<file path="src/rtl/hrs_pkg.sv">
`timescale 1ns / 1ps
// hrs_pkg: types, codes and method tables for the HTTP request splitter.
// No dependencies; imported by every module of the block.
package hrs_pkg;

   localparam int MaxRequestBytes = 1024;
   localparam int CountWidth      = $clog2(MaxRequestBytes);
   localparam int NumMethods      = 6;
   localparam int MethSlots       = 8;

   localparam logic [7:0] ChrCr    = 8'd13;
   localparam logic [7:0] ChrLf    = 8'd10;
   localparam logic [7:0] ChrSpace = 8'd32;
   localparam logic [7:0] ChrNul   = 8'd0;

   // Method names, upper case, zero padded.
   localparam logic [7:0] MethText [NumMethods][MethSlots] = '{
      '{8'h47, 8'h45, 8'h54, 8'h00, 8'h00, 8'h00, 8'h00, 8'h00},  // GET
      '{8'h48, 8'h45, 8'h41, 8'h44, 8'h00, 8'h00, 8'h00, 8'h00},  // HEAD
      '{8'h50, 8'h55, 8'h54, 8'h00, 8'h00, 8'h00, 8'h00, 8'h00},  // PUT
      '{8'h50, 8'h4F, 8'h53, 8'h54, 8'h00, 8'h00, 8'h00, 8'h00},  // POST
      '{8'h44, 8'h45, 8'h4C, 8'h45, 8'h54, 8'h45, 8'h00, 8'h00},  // DELETE
      '{8'h43, 8'h4F, 8'h4E, 8'h4E, 8'h45, 8'h43, 8'h54, 8'h00}   // CONNECT
   };
   localparam logic [2:0] MethLen [NumMethods] = '{3'd3, 3'd4, 3'd3, 3'd4, 3'd6, 3'd7};

   typedef enum logic [2:0] {
      ClsMethod  = 3'd0,
      ClsSpace   = 3'd1,
      ClsUrl     = 3'd2,
      ClsRest    = 3'd3,
      ClsCrLf    = 3'd4,
      ClsHeader  = 3'd5,
      ClsBody    = 3'd6,
      ClsIgnored = 3'd7
   } class_type;

   typedef enum logic [1:0] {
      ErrNone     = 2'd0,
      ErrNoSpace1 = 2'd1,
      ErrNoSpace2 = 2'd2,
      ErrSpare    = 2'd3
   } error_type;

   localparam logic [2:0] MethUnknown = 3'd0;

   typedef enum logic [5:0] {
      PhMethod = 6'b000001,
      PhUrl    = 6'b000010,
      PhRest   = 6'b000100,
      PhHead   = 6'b001000,
      PhBody   = 6'b010000,
      PhIgnore = 6'b100000
   } phase_type;

   // Step controls from the classifier to the method matcher.
   typedef struct packed {
      logic step;     // an item is processed this cycle
      logic restart;  // request ended: back to reset
      logic compare;  // byte is part of the method token
      logic kill;     // lone CR inside the method
      logic advance;  // bump the token position
   } match_ctl_type;

   function automatic logic [7:0] to_upper(input logic [7:0] b);
      logic [7:0] r;
      r = b;
      if (b >= 8'd97 && b <= 8'd122) r = b - 8'd32;
      return r;
   endfunction

endpackage

</file>
<file path="src/rtl/hrs_req_if.sv">
`timescale 1ns / 1ps
// hrs_req_if: request byte channel (valid/ready plus one byte and last flag).
// Standalone; no package dependency.
interface hrs_req_if;
   logic       valid;
   logic       ready;
   logic [7:0] byte_in;
   logic       last_in;

   modport source (output valid, output byte_in, output last_in, input ready);
   modport sink   (input valid, input byte_in, input last_in, output ready);
endinterface

</file>
<file path="src/rtl/hrs_rsp_if.sv">
`timescale 1ns / 1ps
// hrs_rsp_if: classification result channel (valid/ready plus result fields).
// Standalone; no package dependency.
interface hrs_rsp_if;
   logic       valid;
   logic       ready;
   logic [2:0] byte_class;
   logic [2:0] method_code;
   logic       method_valid;
   logic [1:0] error_code;
   logic       done_out;

   modport source (output valid, output byte_class, output method_code,
                   output method_valid, output error_code, output done_out,
                   input ready);
   modport sink   (input valid, input byte_class, input method_code,
                   input method_valid, input error_code, input done_out,
                   output ready);
endinterface

</file>
<file path="src/rtl/hrs_method_match.sv">
`timescale 1ns / 1ps
// hrs_method_match: case-blind method token matcher (position + candidates).
// Depends on hrs_pkg.
module hrs_method_match (
   input  logic                  clock,
   input  logic                  reset,
   input  hrs_pkg::match_ctl_type ctl,
   input  logic [7:0]            byte_in,
   output logic [2:0]            method_code
);
   import hrs_pkg::*;

   logic [2:0]            pos_ff, pos_in;
   logic [NumMethods-1:0] mask_ff, mask_in;
   logic [7:0]            upper;

   always_comb begin
      upper  = to_upper(byte_in);
      pos_in  = pos_ff;
      mask_in = mask_ff;
      if (ctl.restart) begin
         pos_in  = '0;
         mask_in = '1;
      end else begin
         if (ctl.kill) mask_in = '0;
         if (ctl.compare) begin
            for (int k = 0; k < NumMethods; k++) begin
               if (pos_ff >= MethLen[k] || MethText[k][pos_ff] != upper)
                  mask_in[k] = 1'b0;
            end
         end
         if (ctl.advance && pos_ff != 3'd7) pos_in = pos_ff + 3'd1;
      end
   end

   // Lowest index wins among candidates whose full name was seen.
   always_comb begin
      method_code = MethUnknown;
      for (int k = NumMethods - 1; k >= 0; k--) begin
         if (mask_ff[k] && MethLen[k] == pos_ff) method_code = 3'(k + 1);
      end
   end

   always_ff @(posedge clock) begin
      if (reset) begin
         pos_ff  <= '0;
         mask_ff <= '1;
      end else if (ctl.step) begin
         pos_ff  <= pos_in;
         mask_ff <= mask_in;
      end
   end

   a_pos_restart : assert property (@(posedge clock) disable iff (reset)
      ctl.step && ctl.restart |=> pos_ff == 3'd0 && mask_ff == '1)
      else $error("matcher did not restart");
   a_pos_hold : assert property (@(posedge clock) disable iff (reset)
      !ctl.step |=> $stable(pos_ff) && $stable(mask_ff))
      else $error("matcher moved without a step");
   a_pos_mono : assert property (@(posedge clock) disable iff (reset)
      ctl.step && !ctl.restart |=> pos_ff >= $past(pos_ff))
      else $error("token position went backward");

endmodule

</file>
<file path="src/rtl/http_request_splitter_top.sv">
`timescale 1ns / 1ps
// http_request_splitter_top: labels each byte of an HTTP request stream.
// Depends on hrs_pkg, hrs_req_if, hrs_rsp_if, hrs_method_match.
//
//   channel  | dir | handshake           | payload
//   ---------+-----+---------------------+---------------------------------------
//   req_chan | in  | valid/ready         | byte_in[7:0], last_in
//   rsp_chan | out | valid/ready         | byte_class, method_code, method_valid,
//            |     |                     | error_code, done_out
//
// One item per clock sustained while rsp_chan is ready; each item passes the
// input register, then the classifier between it and the result register.
// The request state (phase, method matcher, CR tracking, byte count) updates
// as the held item moves into the result register.
// A stalled rsp_chan holds the result; the input register still takes one
// more item, then req_chan.ready drops until the result drains.
// reset is synchronous, active high, and restores the state of a new request.
module http_request_splitter_top (
   input logic    clock,
   input logic    reset,
   hrs_req_if.sink   req_chan,
   hrs_rsp_if.source rsp_chan
);
   import hrs_pkg::*;

   // input register
   logic       s1_valid_ff;
   logic [7:0] s1_byte_ff;
   logic       s1_last_ff;

   // result register
   logic       rsp_valid_ff;
   class_type  rsp_class_ff;
   logic [2:0] rsp_code_ff;
   logic       rsp_mvalid_ff;
   logic [1:0] rsp_err_ff;
   logic       rsp_done_ff;

   // request state
   phase_type             phase_ff, phase_in;
   logic [2:0]            found_ff, found_in;
   logic                  prev_cr_ff, prev_cr_in;
   logic                  empty_ff, empty_in;
   error_type             err_ff, err_in;
   logic [CountWidth-1:0] count_ff, count_in;

   logic          advance;
   logic          is_cr, is_lf, is_sp, is_nul, lf_end, req_end;
   logic          empty_v;
   class_type     cls;
   phase_type     phase_nx;
   error_type     err_nx;
   logic [2:0]    found_nx;
   logic          empty_nx;
   logic          mvalid;
   logic [2:0]    picked;
   match_ctl_type mctl;

   // handshake: the input register moves whenever the result slot frees up
   assign advance        = s1_valid_ff && (!rsp_valid_ff || rsp_chan.ready);
   assign req_chan.ready = !s1_valid_ff || advance;

   hrs_method_match u_match (
      .clock       (clock),
      .reset       (reset),
      .ctl         (mctl),
      .byte_in     (s1_byte_ff),
      .method_code (picked)
   );

   always_comb begin
      is_cr   = (s1_byte_ff == ChrCr);
      is_lf   = (s1_byte_ff == ChrLf);
      is_sp   = (s1_byte_ff == ChrSpace);
      is_nul  = (s1_byte_ff == ChrNul);
      lf_end  = is_lf && prev_cr_ff;
      req_end = s1_last_ff || is_nul ||
                (count_ff == CountWidth'(MaxRequestBytes - 1));

      phase_nx = phase_ff;
      err_nx   = err_ff;
      found_nx = found_ff;
      empty_nx = empty_ff;
      cls      = ClsIgnored;
      empty_v  = empty_ff;

      mctl.step    = advance;
      mctl.restart = req_end;
      mctl.compare = 1'b0;
      mctl.kill    = 1'b0;
      mctl.advance = 1'b0;

      if (!is_nul) begin
         case (phase_ff)
            PhMethod: begin
               if (is_sp) begin
                  cls      = ClsSpace;
                  found_nx = picked;
                  phase_nx = PhUrl;
               end else if (is_cr) begin
                  // lone CR spoils the method token
                  cls          = ClsCrLf;
                  mctl.kill    = 1'b1;
                  mctl.advance = 1'b1;
               end else if (lf_end) begin
                  cls      = ClsCrLf;
                  err_nx   = ErrNoSpace1;
                  phase_nx = PhIgnore;
               end else begin
                  cls          = ClsMethod;
                  mctl.compare = 1'b1;
                  mctl.advance = 1'b1;
               end
            end
            PhUrl: begin
               if (is_sp) begin
                  cls      = ClsSpace;
                  phase_nx = PhRest;
               end else if (is_cr) begin
                  cls = ClsCrLf;
               end else if (lf_end) begin
                  cls      = ClsCrLf;
                  err_nx   = ErrNoSpace2;
                  phase_nx = PhIgnore;
               end else begin
                  cls = ClsUrl;
               end
            end
            PhRest: begin
               if (is_cr) begin
                  cls = ClsCrLf;
               end else if (lf_end) begin
                  cls      = ClsCrLf;
                  phase_nx = PhHead;
                  empty_nx = 1'b1;
               end else begin
                  cls = ClsRest;
               end
            end
            PhHead: begin
               // a CR not followed by LF is line content
               if (prev_cr_ff && !is_lf) empty_v = 1'b0;
               empty_nx = empty_v;
               if (is_cr) begin
                  cls = ClsCrLf;
               end else if (lf_end) begin
                  cls = ClsCrLf;
                  if (empty_v) phase_nx = PhBody;
                  else         empty_nx = 1'b1;
               end else begin
                  cls      = ClsHeader;
                  empty_nx = 1'b0;
               end
            end
            PhBody: cls = ClsBody;
            default: cls = ClsIgnored;
         endcase
      end

      if (req_end) begin
         if (phase_nx == PhMethod)   err_nx = ErrNoSpace1;
         else if (phase_nx == PhUrl) err_nx = ErrNoSpace2;
      end

      mvalid = (phase_nx == PhUrl) || (phase_nx == PhRest) ||
               (phase_nx == PhHead) || (phase_nx == PhBody) ||
               (phase_nx == PhIgnore && err_nx == ErrNoSpace2);

      // next request state: a finished request starts over
      if (req_end) begin
         phase_in   = PhMethod;
         found_in   = MethUnknown;
         prev_cr_in = 1'b0;
         empty_in   = 1'b0;
         err_in     = ErrNone;
         count_in   = '0;
      end else begin
         phase_in   = phase_nx;
         found_in   = found_nx;
         prev_cr_in = is_cr;
         empty_in   = empty_nx;
         err_in     = err_nx;
         count_in   = count_ff + CountWidth'(1);
      end
   end

   always_ff @(posedge clock) begin
      if (reset) begin
         s1_valid_ff <= 1'b0;
      end else if (req_chan.ready) begin
         s1_valid_ff <= req_chan.valid;
      end
   end

   always_ff @(posedge clock) begin
      if (req_chan.ready && req_chan.valid) begin
         s1_byte_ff <= req_chan.byte_in;
         s1_last_ff <= req_chan.last_in;
      end
   end

   always_ff @(posedge clock) begin
      if (reset) begin
         rsp_valid_ff <= 1'b0;
      end else if (advance) begin
         rsp_valid_ff <= 1'b1;
      end else if (rsp_chan.ready) begin
         rsp_valid_ff <= 1'b0;
      end
   end

   always_ff @(posedge clock) begin
      if (advance) begin
         rsp_class_ff  <= cls;
         rsp_code_ff   <= mvalid ? found_nx : MethUnknown;
         rsp_mvalid_ff <= mvalid;
         rsp_err_ff    <= err_nx;
         rsp_done_ff   <= req_end;
      end
   end

   always_ff @(posedge clock) begin
      if (reset) begin
         phase_ff   <= PhMethod;
         found_ff   <= MethUnknown;
         prev_cr_ff <= 1'b0;
         empty_ff   <= 1'b0;
         err_ff     <= ErrNone;
         count_ff   <= '0;
      end else if (advance) begin
         phase_ff   <= phase_in;
         found_ff   <= found_in;
         prev_cr_ff <= prev_cr_in;
         empty_ff   <= empty_in;
         err_ff     <= err_in;
         count_ff   <= count_in;
      end
   end

   assign rsp_chan.valid        = rsp_valid_ff;
   assign rsp_chan.byte_class   = rsp_class_ff;
   assign rsp_chan.method_code  = rsp_code_ff;
   assign rsp_chan.method_valid = rsp_mvalid_ff;
   assign rsp_chan.error_code   = rsp_err_ff;
   assign rsp_chan.done_out     = rsp_done_ff;

   a_err1_no_method : assert property (@(posedge clock) disable iff (reset)
      rsp_valid_ff && rsp_err_ff == ErrNoSpace1 |-> !rsp_mvalid_ff)
      else $error("method reported with a missing first space");
   a_end_clears : assert property (@(posedge clock) disable iff (reset)
      advance && req_end |=> count_ff == '0 && phase_ff == PhMethod)
      else $error("request state not cleared at end");
   a_s1_hold : assert property (@(posedge clock) disable iff (reset)
      s1_valid_ff && !advance |=> s1_valid_ff && $stable(s1_byte_ff))
      else $error("held input item changed");
   a_code_zero : assert property (@(posedge clock) disable iff (reset)
      rsp_valid_ff && !rsp_mvalid_ff |-> rsp_code_ff == MethUnknown)
      else $error("method code shown before method ended");

endmodule
</file>
<file path="src/flat_wrapper.sv">
// flat-port wrapper written by rule: the top's interface ports become plain ports
module http_request_splitter_top_flat import hrs_pkg::*;
  (clock, reset, req_chan_valid, req_chan_byte_in, req_chan_last_in, req_chan_ready, rsp_chan_valid, rsp_chan_byte_class, rsp_chan_method_code, rsp_chan_method_valid, rsp_chan_error_code, rsp_chan_done_out, rsp_chan_ready);
  hrs_req_if req_chan_i ();
  hrs_rsp_if rsp_chan_i ();
  input logic clock;
  input logic reset;
  input wire logic [$bits(req_chan_i.valid)-1:0] req_chan_valid;
  input wire logic [$bits(req_chan_i.byte_in)-1:0] req_chan_byte_in;
  input wire logic [$bits(req_chan_i.last_in)-1:0] req_chan_last_in;
  output wire logic [$bits(req_chan_i.ready)-1:0] req_chan_ready;
  output wire logic [$bits(rsp_chan_i.valid)-1:0] rsp_chan_valid;
  output wire logic [$bits(rsp_chan_i.byte_class)-1:0] rsp_chan_byte_class;
  output wire logic [$bits(rsp_chan_i.method_code)-1:0] rsp_chan_method_code;
  output wire logic [$bits(rsp_chan_i.method_valid)-1:0] rsp_chan_method_valid;
  output wire logic [$bits(rsp_chan_i.error_code)-1:0] rsp_chan_error_code;
  output wire logic [$bits(rsp_chan_i.done_out)-1:0] rsp_chan_done_out;
  input wire logic [$bits(rsp_chan_i.ready)-1:0] rsp_chan_ready;
  assign req_chan_i.valid = req_chan_valid;
  assign req_chan_i.byte_in = req_chan_byte_in;
  assign req_chan_i.last_in = req_chan_last_in;
  assign req_chan_ready = req_chan_i.ready;
  assign rsp_chan_valid = rsp_chan_i.valid;
  assign rsp_chan_byte_class = rsp_chan_i.byte_class;
  assign rsp_chan_method_code = rsp_chan_i.method_code;
  assign rsp_chan_method_valid = rsp_chan_i.method_valid;
  assign rsp_chan_error_code = rsp_chan_i.error_code;
  assign rsp_chan_done_out = rsp_chan_i.done_out;
  assign rsp_chan_i.ready = rsp_chan_ready;
  http_request_splitter_top u_core (.clock(clock), .reset(reset), .req_chan(req_chan_i), .rsp_chan(rsp_chan_i));
endmodule
</file>
<file path="config.mk">
export PLATFORM = sky130hd
export DESIGN_NAME = http_request_splitter_top_flat
export DESIGN_NICKNAME = d
export VERILOG_FILES = /design/src/rtl/hrs_pkg.sv /design/src/rtl/hrs_req_if.sv /design/src/rtl/hrs_rsp_if.sv /design/src/rtl/hrs_method_match.sv /design/src/rtl/http_request_splitter_top.sv /design/src/flat_wrapper.sv
export SDC_FILE = /design/constraint.sdc
export NUM_CORES = 1
export LEC_CHECK = 0
export BUFFER_PORTS_ARGS = -buffer_cell sky130_fd_sc_hd__buf_2
export CAP_MARGIN = 30
export CELL_PAD_IN_SITES_DETAIL_PLACEMENT = 1
export CELL_PAD_IN_SITES_GLOBAL_PLACEMENT = 2
export CORE_ASPECT_RATIO = 0.9
export CORE_MARGIN = 8
export CORE_UTILIZATION = 31
export CTS_CLUSTER_DIAMETER = 40
export DETAILED_ROUTE_END_ITERATION = 7
export GPL_TIMING_DRIVEN = 1
export HOLD_SLACK_MARGIN = 0.02
export PLACE_DENSITY = 0.65
export SYNTH_ARGS = -nofsm -noshare
export SYNTH_HDL_FRONTEND = slang
export SYNTH_SLANG_ARGS = --single-unit
</file>
<file path="constraint.sdc">
create_clock -name clock -period 3.1 [get_ports clock]
set_input_delay 0.62 -clock clock [delete_from_list [all_inputs] [get_ports clock]]
set_output_delay 0.62 -clock clock [all_outputs]
set_load 0.1 [all_outputs]
</file>
==> results of run 1 <==
[synthesized netlist by cell type (all sizes together) (3+ instances only)]
cell / n
a21o: 6
a21oi: 29
a22oi: 4
a31o: 7
and2: 3
and3: 6
buf: 8
clkbuf: 19
dfxtp: 34
edfxtp: 19
ha: 11
inv: 12
nand2: 41
nand3: 18
nand4: 7
nor2: 39
nor2b: 3
nor3: 12
nor3b: 4
nor4: 3
nor4bb: 3
o211ai: 5
o21a: 3
o21ai: 18
o221ai: 4
o31ai: 3
or3: 3
or4b: 3
xnor2: 9
xor2: 16
[per-layer routing]
layer | up-vias | global-route usage | part of all wire | wire length, um
met4 | 0 | 0.04671 | 0.018 | 183
met2 | 55 | 0.2367 | 0.45 | 4585
met5 | - | 0 | 0 | 0
met3 | 16 | 0.02484 | 0.031 | 316
met1 | 1487 | 0.1940 | 0.51 | 5215
li1 | 1481 | - | - | -
[layout by cell type (no fill, tap or decap), types with 3 or more instances in the layout]
cell,Yosys,final
xnor2_1,9,9
o31ai_1,3,3
edfxtp_1,19,19
o21ai_2,3,3
nor3b_1,3,3
and3_1,6,6
nor2_1,38,38
buf_2,3,24
a31o_2,7,7
dfxtp_1,34,34
nand4_1,7,7
o21ai_0,15,15
a21o_1,5,5
o221ai_1,4,4
nor2b_1,3,3
nor3_2,3,3
nor3_1,9,9
nand2_1,41,41
ha_1,11,11
a21oi_1,29,29
inv_1,11,11
o211ai_1,5,5
nor4bb_1,3,3
clkbuf_16,0,5
buf_4,0,21
or3_1,3,3
xor2_1,16,16
o21a_1,3,3
a22oi_1,4,4
nand3_1,17,17
[registers in the layout, indices dropped and copies added (netlist names), 2 cells and up]
| signal | cells |
|---|---|
| u_core.u_match.pos_ff | 3 |
| u_core.rsp_chan.byte_class | 3 |
| u_core.count_ff | 10 |
| u_core.found_ff | 3 |
| u_core.rsp_chan.error_code | 2 |
| u_core.rsp_chan.method_code | 3 |
| u_core.err_ff | 2 |
| u_core.s1_byte_ff | 8 |
| u_core.phase_ff | 6 |
| u_core.u_match.mask_ff | 6 |
[critical path, cell delays in order, from the launching register on]
cell and delay (ps):
edfxtp_1 480, nor4bb_1 400, and4_1 490, a21oi_1 180, a211oi_2 370, nor3_2 110, a221oi_2 440, nor4bb_1 100
[worst min-delay path by stage]
stage	end	startpoint	slack, ps
after floorplan	u_core.found_ff[2]$_SDFFE_PP0P_	u_core.found_ff[2]$_SDFFE_PP0P_	430
after global placement	u_core.found_ff[2]$_SDFFE_PP0P_	u_core.found_ff[2]$_SDFFE_PP0P_	440
after detailed placement	u_core.found_ff[2]$_SDFFE_PP0P_	u_core.found_ff[2]$_SDFFE_PP0P_	450
after CTS	u_core.found_ff[2]$_SDFFE_PP0P_	u_core.found_ff[2]$_SDFFE_PP0P_	460
after global routing	u_core.found_ff[2]$_SDFFE_PP0P_	u_core.found_ff[2]$_SDFFE_PP0P_	480
final	u_core.found_ff[2]$_SDFFE_PP0P_	u_core.found_ff[2]$_SDFFE_PP0P_	460
[area by class of cell]
class / count / area [um^2]
Fill cell: 1300 / 6949
Multi-Input combinational cell: 300 / 1978
Sequential cell: 53 / 1251
Timing Repair Buffer: 45 / 277.8
Tap cell: 133 / 166.4
Clock buffer: 5 / 125.1
Inverter: 12 / 45.04
Clock inverter: 3 / 17.52
[cells by family after synthesis]
family,Yosys count,synth area share
xor+xnor,25,0.06394
flops,53,0.3654
mux,4,0.01242
compound gates,101,0.2075
fa+ha+maj,11,0.04019
simple gates,159,0.2536
buf+inv,39,0.05699
[power by group]
part	leakage [nW]	switching, mW	total, mW	internal [mW]
Combinational	0.897	0.153	0.223	0.0699
Clock	0.0696	0.265	0.562	0.297
Sequential	0.460	0.0181	0.760	0.742
Total	1.43	0.436	1.54	1.11
[stage by stage]
step	hold slack (ps)	worst slack, ps
floorplan	431.9	488.9
global placement	438.2	397.6
detailed placement	451.5	312.5
CTS	461.8	291.0
global route	483.1	112.2
finish	457.2	269.0
==> qor.yml, run 1 <==
cells_and_area:
  nNetsFinal: 441
  fin_cells: 551
  syn_to_final_growth_pct: 12.75
  finalCoreUtilization: 0.3572
  drive_gt1_frac: 0.1986
  antenna_cells: 0
  final_cell_area_mm2: 0.003861
sta:
  finalSetupViolations: 0
  fin_crit_sh: 0.9132
  slew_violations: 0
  fin_skew_ps: 4.232
  rsz0062_at_grt: "no"
  tns_ps: 0
  slew-limit-headroom: 0.5683
  finalHoldViolations: 0
  fmax_mhz: 353.2
  min_period_ps: 2831
  worst_pin_slew_ps: 642.5
route:
  routedWlPerCell_um: 18.70
  drt_pass1_iterations: 4
  vias_per_cell: 5.515
  drtAntennaViolNets: 0
  drc: 0
  drtIter0Drc: 173
  vias: 3039
  wl_um: 10300
logic_synthesis:
  ys_top_cells_by_area: "dfxtp_1 (20%), edfxtp_1 (17%), nand2_1 (4.5%), a21oi_1 (4.2%), nor2_1 (4.2%)"
  synth-edff-count: 19
  async_flop_share: 0
  syn_nets: 416
  synth.top_cell.area_share: 0.1988
  synth_warnings: 0
  avgSynthCellArea_um2: 8.736
  synthCells: 392
  ys.flop_type: "dfxtp_1"
  yosysTopAreaCell: "dfxtp_1"
  synth_cell_types: 75
  synthesis.area_mm2: 0.003425
  seq_area_frac_synth: 0.3654
  ys_ff_latch: 53
critical_path:
  start_kind: "register"
  cp_max_fo: 10
  cp-endpoint: "u_core.rsp_chan.method_code[2]$_SDFFCE_PN0P_"
  rr_worst_depth: 7
  crit_start: "u_core.s1_byte_ff[0]$_DFFE_PP_"
  r2r-start: "u_core.s1_byte_ff[0]$_DFFE_PP_"
  worst_ep_required_time_ps: 3130
  r2r_setup_slack_ps: 270
  cp.arrival_ps: 2860
  criticalPathCategory: "register to register"
  worstSetupEndpointType: "register"
  r2r_end: "u_core.rsp_chan.method_code[2]$_SDFFCE_PN0P_"
clock_tree:
  clk_path_buf_depth: 2
  cts.clk_slew.worst_paths_ps: 70
  clk_latency_ps: 300
  postCtsResizedCells: 0
  cts_sinks: 53
  htreeDepth: 2
  cts_setup_buffers: 0
  cts_tree: "done"
  cts_root_buf: "clkbuf_16"
  numCtsBuffers: 5
  cts-hold-fix-buffers: 0
floorplan:
  io_pins: 25
  die_x_um: 126.8
  dieArea_mm2: 0.01467
  row_count: 36
  fp.dieH_um: 115.7
  coreArea_mm2: 0.01081
  initial_core_util: 0.3168
grt:
  antenna_found_initial: 0
  grt_pass1_vias: 3218
  overflow: 0
  grt_max_degree: 24
  grt_pass1_wl_um: 17000
  grt_use_total: 0.1459
pwr:
  p_leak_nw: 1.426
  vdd_drop_max_v: 0.0001953
  finalPower_mw: 1.545
  p_per_area_mw_per_mm2: 400.1
placed_design:
  gp_congestion: 0.7720
  place_area_mm2: 0.003719
  portBuffers: 24
  place_inst: 543
  hpwlAfterDp_um: 7555
status:
  status: "finished, final reports clean"
hold_path:
  hp-class: "register to register"
  worstHoldPathCells: 2
flow_run:
  maxCapViolCount: 0
Power figures use the tool's default switching activity.
==> inputs of run 2 (changes only) <==
--- a/config.mk
+++ b/config.mk
@@ -17,6 +17,8 @@
 export GPL_TIMING_DRIVEN = 1
 export HOLD_SLACK_MARGIN = 0.02
 export PLACE_DENSITY = 0.65
+export SKIP_LAST_GASP = 1
 export SYNTH_ARGS = -nofsm -noshare
 export SYNTH_HDL_FRONTEND = slang
+export SYNTH_HIERARCHICAL = 1
 export SYNTH_SLANG_ARGS = --single-unit
==> run 2 against run 1 <==
  * First-iteration DRC count fell by 45%
  * Critical endpoint is now u_core/rsp_chan.error_code[1]$_DFFE_PP_
  * Maximum frequency grew 3.2%
  * Largest power group unchanged
  * Combinational power decreased by 2%
  * Clock skew rose by 1.5 ps
  * Die area up 3.6%
  * Cell area up 6.0%
  * Area after synthesis up 4.2%
  * Via count grew 8.1%
  * Clock-buffer cell count grew 3
==> qor.yml, run 2 <==
logic_synthesis:
  synthCells: 417
  synthesis.area_mm2: 0.003567
  seq_area_frac_synth: 0.3508
  synth.top_cell.area_share: 0.1908
  ys_ff_latch: 53
  netlist_top_cells_count: "nor2_1 (43), dfxtp_1 (34), nand2_1 (32)"
  synth_warnings: 6
  avgSynthCellArea_um2: 8.554
  async_flop_share: 0
  synth_cell_types: 71
  ys_top_cells_by_area: "dfxtp_1 (19%), edfxtp_1 (16%), nor2_1 (4.5%), a21oi_1 (4.3%), ha_1 (3.5%)"
  syn_nets: 440
  synth-edff-count: 19
  ys.flop_type: "dfxtp_1"
  yosysTopAreaCell: "dfxtp_1"
  yosysMostFrequentCell: "nor2_1"
floorplan:
  die_x_um: 129.1
  io_pins: 25
  coreArea_mm2: 0.01134
  initial_core_util: 0.3145
  dieArea_mm2: 0.01520
  row_count: 37
  fp.dieH_um: 117.8
cells_and_area:
  fin_cells: 605
  largest_reg_flops: 10
  multiInputGateArea_mm2: 0.002135
  n_fill_cell: 1360
  regArea_mm2: 0.001251
  drive_gt1_frac: 0.1670
  antenna_cells: 0
  mostFrequentLayoutCell: "nor2_1"
  top_register: "u_core/count_ff"
  layout_common_cells: "nor2_1 (43), dfxtp_1 (34), nand2_1 (32)"
  syn_to_final_growth_pct: 14.77
  nNetsFinal: 471
  top_regs: "u_core/count_ff: 10 flops, u_core/s1_byte_ff: 8 flops"
sta:
  fin_skew_ps: 5.768
  tns_ps: 0
  finalHoldViolations: 0
  worst_pin_slew_ps: 689.8
  fmax_mhz: 364.5
  finalSetupViolations: 0
  fin_crit_sh: 0.8850
  finalWorstSetupSlack_ps: 356.6
  rsz0062_at_grt: "no"
  min_period_ps: 2743
  slew_violations: 0
  slew-limit-headroom: 0.5380
flow_run:
  maxCapViolCount: 0
pwr:
  p_leak_nw: 1.449
  vdd_drop_max_v: 0.0002207
  finalPower_mw: 1.599
  p_per_area_mw_per_mm2: 390.6
clock_tree:
  cts.clk_slew.worst_paths_ps: 70
  postCtsResizedCells: 0
  cts-hold-fix-buffers: 0
  htreeDepth: 2
  cts_tree: "done"
  cts_root_buf: "clkbuf_16"
  cts_setup_buffers: 0
  clk_path_buf_depth: 2
  clk_latency_ps: 290
  numCtsBuffers: 5
  cts_sinks: 53
critical_path:
  worst_ep_required_time_ps: 3140
  cp.arrival_ps: 2780
  start_kind: "register"
  r2r-start: "u_core/s1_byte_ff[5]$_DFFE_PP_"
  worstSetupEndpointType: "register"
  r2r_end: "u_core/rsp_chan.error_code[1]$_DFFE_PP_"
  r2r_setup_slack_ps: 360
  rr_worst_depth: 7
  criticalPathCategory: "register to register"
  cp_max_fo: 10
route:
  drtAntennaViolNets: 0
  routed-wl-met2_um: 4759
  drc: 0
  highest_layer: "met4"
  dr_wl_met3_um: 477
  drtIter0Drc: 95
  drt_pass1_iterations: 4
  wl_met1_um: 5724
  routedWlPerCell_um: 18.28
  vias_per_cell: 5.430
  vias: 3285
  wl_um: 11060
placed_design:
  place_inst: 597
  gp_congestion: 0.8672
  portBuffers: 24
  hpwlAfterDp_um: 8420
  dp_slack_ps: 359.6
grt:
  grt_pass1_vias: 3373
  grt_pass1_wl_um: 18350
  overflow: 0
  grt_max_degree: 22
  grt_use_total: 0.1501
  antenna_found_initial: 0
hold_path:
  worstHoldPathCells: 2
  hold_end: "u_core/found_ff[2]$_SDFFE_PP0P_"
  hp-class: "register to register"
  hp-start: "u_core/found_ff[2]$_SDFFE_PP0P_"
status:
  status: "finished, final reports clean"
run 2: cell types whose count changed after synthesis, moves of 7 or more:
| cell | before | now |
|---|---|---|
| inv_1 | 11 | 20 |
| nand2_1 | 41 | 32 |
| xor2_1 | 16 | 7 |
| nor2b_1 | 3 | 11 |
| a31o_2 | 7 | 0 |
| clkbuf_1 | 16 | 9 |
| o21ai_0 | 15 | 22 |
run 2: routing by layer:
metal	up-vias	track usage
li1	1627	-
met1	1604	0.2162
met2	47	0.2210
met3	7	0.02944
met4	0	0.03888
met5	-	0
run 2: metrics by stage:
step / hold WS [ps] / cell area [um^2] / util
CTS: 487.9 / 4094 / 0.3609
finish: 487.0 / 4094 / 0.3609
detailed placement: 475.5 / 3926 / 0.3462
global route: 491.9 / 4094 / 0.3609
global placement: 465.0 / 3926 / 0.3462
floorplan: 445.5 / 3567 / -
run 2: cells by family after synthesis:
family | after synthesis | share of synthesized area
multiplexers | 5 | 0.01543
buffers and inverters | 40 | 0.05086
XOR/XNOR | 15 | 0.03683
AO/OA/AOI/OAI | 119 | 0.2311
flip-flops | 53 | 0.3508
adder cells (fa/ha/maj) | 10 | 0.03508
AND/OR/NAND/NOR | 175 | 0.2799
run 2: worst max path at each step:
stage,from,end,cells after the start
3_3_place_gp,u_core/phase_ff[4]$_SDFFE_PP0P_,u_core/rsp_chan.method_code[2]$_SDFFCE_PN0P_,8
6_report,u_core/s1_byte_ff[5]$_DFFE_PP_,u_core/rsp_chan.error_code[1]$_DFFE_PP_,7
4_1_cts,u_core/s1_byte_ff[5]$_DFFE_PP_,u_core/rsp_chan.error_code[1]$_DFFE_PP_,7
3_5_place_dp,u_core/s1_byte_ff[5]$_DFFE_PP_,u_core/rsp_chan.error_code[1]$_DFFE_PP_,7
5_1_grt,u_core/s1_byte_ff[5]$_DFFE_PP_,u_core/rsp_chan.method_code[2]$_SDFFCE_PN0P_,7
2_1_floorplan,u_core/rsp_chan.valid$_SDFFE_PP0P_,u_core/u_match/pos_ff[0]$_SDFFE_PP0P_,8
run 2: power by group:
| part | total (mW) | switching (mW) | internal, mW | leakage [nW] |
|---|---|---|---|---|
| logic | 0.219 | 0.156 | 0.0626 | 0.911 |
| registers | 0.763 | 0.0205 | 0.743 | 0.455 |
| clock network | 0.617 | 0.245 | 0.371 | 0.0823 |
run 2: layout make-up:
type,count,share of cell area
multi-input combinational,324,0.5214
sequential,53,0.3056
timing repair buffer,44,0.06601
tap,156,0.04768
clock buffer,8,0.04095
inverter,20,0.01834
run 2: worst max-delay path, cell delays in order, from the launching register on:
cell	delay, ps
edfxtp_1	550
nor4_4	440
nand3_1	210
o21ai_1	370
o2111ai_1	270
nor3_4	320
and4_1	240
o22ai_1	90
==> inputs of run 3 (changes only) <==
--- a/config.mk
+++ b/config.mk
@@ -17,6 +17,7 @@
 export GPL_TIMING_DRIVEN = 1
 export HOLD_SLACK_MARGIN = 0.02
 export PLACE_DENSITY = 0.65
+export REMOVE_ABC_BUFFERS = 1
 export SKIP_LAST_GASP = 1
 export SYNTH_ARGS = -nofsm -noshare
 export SYNTH_HDL_FRONTEND = slang
==> run 3 against run 2 <==
  * Sequential power is essentially flat
  * Worst hold slack lost 12 ps
  * Largest cell class unchanged
  * Sequential share of layout area grew 0.22 points
  * Via count grew 1.7%
  * First-iteration DRC count grew 83%
==> qor.yml, run 3 (same netlist as run 2, synthesis figures left out) <==
sta:
  finalSetupViolations: 0
  worst_pin_slew_ps: 848.5
  slew-limit-headroom: 0.4197
  fin_crit_sh: 0.9151
  fin_skew_ps: 5.361
  slew_violations: 0
  finalHoldViolations: 0
  tns_ps: 0
  finalWorstSetupSlack_ps: 263.1
  hold_ws_ps: 474.7
  fmax_mhz: 352.5
  min_period_ps: 2837
  rsz0062_at_grt: "no"
cells_and_area:
  multiInputGateArea_mm2: 0.002143
  mostFrequentLayoutCell: "nor2_1"
  final_cell_area_mm2: 0.004065
  n_fill_cell: 1363
  regArea_mm2: 0.001251
  top_register: "u_core/count_ff"
  nNetsFinal: 468
  antenna_cells: 0
  top_regs: "u_core/count_ff: 10 flops, u_core/s1_byte_ff: 8 flops"
  finalCoreUtilization: 0.3584
  layout_common_cells: "nor2_1 (43), dfxtp_1 (34), nand2_1 (32)"
  largest_reg_flops: 10
  fin_cells: 602
  drive_gt1_frac: 0.1637
  syn_to_final_growth_pct: 13.96
grt:
  grt_use_met3: 0.02763
  grt_use_total: 0.1486
  grt_pass1_vias: 3383
  grt_pass1_wl_um: 18100
  antenna_found_initial: 0
  overflow: 0
  grtUsageMet1: 0.2140
  grt_max_degree: 22
  busiest_layer: "met2"
  grt_use_met2: 0.2229
clock_tree:
  cts.clk_slew.worst_paths_ps: 70
  clk_path_buf_depth: 2
  cts_tree: "done"
  cts_setup_buffers: 0
  clk_latency_ps: 290
  cts_sinks: 53
  cts_root_buf: "clkbuf_16"
  postCtsResizedCells: 0
  cts-hold-fix-buffers: 0
  htreeDepth: 2
  numCtsBuffers: 5
critical_path:
  cp.arrival_ps: 2870
  r2r-start: "u_core/s1_byte_ff[2]$_DFFE_PP_"
  start_kind: "register"
  max_stage_delay_ps: 410
  crit_chain: "buf_4 > and4bb_2 > and3_1 > a31oi_1 > o2111ai_1 > nor3_4 > and4_1 > o22ai_1"
  r2r_setup_slack_ps: 260
  worstSetupEndpointType: "register"
  crit_start: "u_core/s1_byte_ff[2]$_DFFE_PP_"
  cp_max_fo: 13
  cp_num_buf_inv: 1
  criticalPathCategory: "register to register"
  critPathTopFamily: "simple AND/OR/NAND/NOR gates"
  slowest_stage: "edfxtp_1"
  worst_ep_required_time_ps: 3140
floorplan:
  io_pins: 25
  die_x_um: 129.1
  coreArea_mm2: 0.01134
  fp.dieH_um: 117.8
  dieArea_mm2: 0.01520
  row_count: 37
  initial_core_util: 0.3145
placed_design:
  hpwlAfterDp_um: 8418
  place_area_mm2: 0.003904
  place_inst: 594
  portBuffers: 24
  dp_slack_ps: 185.8
  gp_congestion: 0.8090
pwr:
  finalPower_mw: 1.554
  p_leak_nw: 1.427
  vdd_drop_max_v: 0.0002439
  p_per_area_mw_per_mm2: 382.3
flow_run:
  maxCapViolCount: 0
route:
  vias_per_cell: 5.551
  vias: 3342
  drtAntennaViolNets: 0
  wl_um: 11100
  drt_pass1_iterations: 4
  routedWlPerCell_um: 18.45
  drc: 0
  drtIter0Drc: 174
hold_path:
  hp-class: "register to register"
  hp-start: "u_core/err_ff[0]$_SDFFE_PP0P_"
status:
  status: "finished, final reports clean"
run 3: worst paths after layout:
check	endpoint	cells after the start
setup reg to reg	u_core/rsp_chan.error_code[1]$_DFFE_PP_	8
hold / removal	u_core/err_ff[0]$_SDFFE_PP0P_	2
setup / recovery	u_core/rsp_chan.error_code[1]$_DFFE_PP_	8
hold reg to reg	u_core/err_ff[0]$_SDFFE_PP0P_	2
run 3: layer usage:
layer | vias up | routed length, um
met3 | 8 | 657
met2 | 74 | 4819
li1 | 1620 | -
met4 | 0 | 97
met5 | - | 0
met1 | 1640 | 5529
run 3: worst min-delay path: stages (launching register included):
cell	delay, ps
dfxtp_1	320
nand2_1	60
a21oi_1	50
run 3: area by class of cell:
| class | instances | share of cell area |
|---|---|---|
| Tap cell | 156 | 0.04801 |
| Clock buffer | 6 | 0.03416 |
| Timing Repair Buffer | 41 | 0.06094 |
| Sequential cell | 53 | 0.3078 |
| Multi-Input combinational cell | 324 | 0.5272 |
| Inverter | 20 | 0.01847 |
| Clock inverter | 2 | 0.003386 |
run 3: report_power, final:
part	leakage [nW]	internal, mW	switching [mW]
Combinational	0.895	0.0640	0.160
Clock	0.0768	0.322	0.249
Sequential	0.455	0.743	0.0172
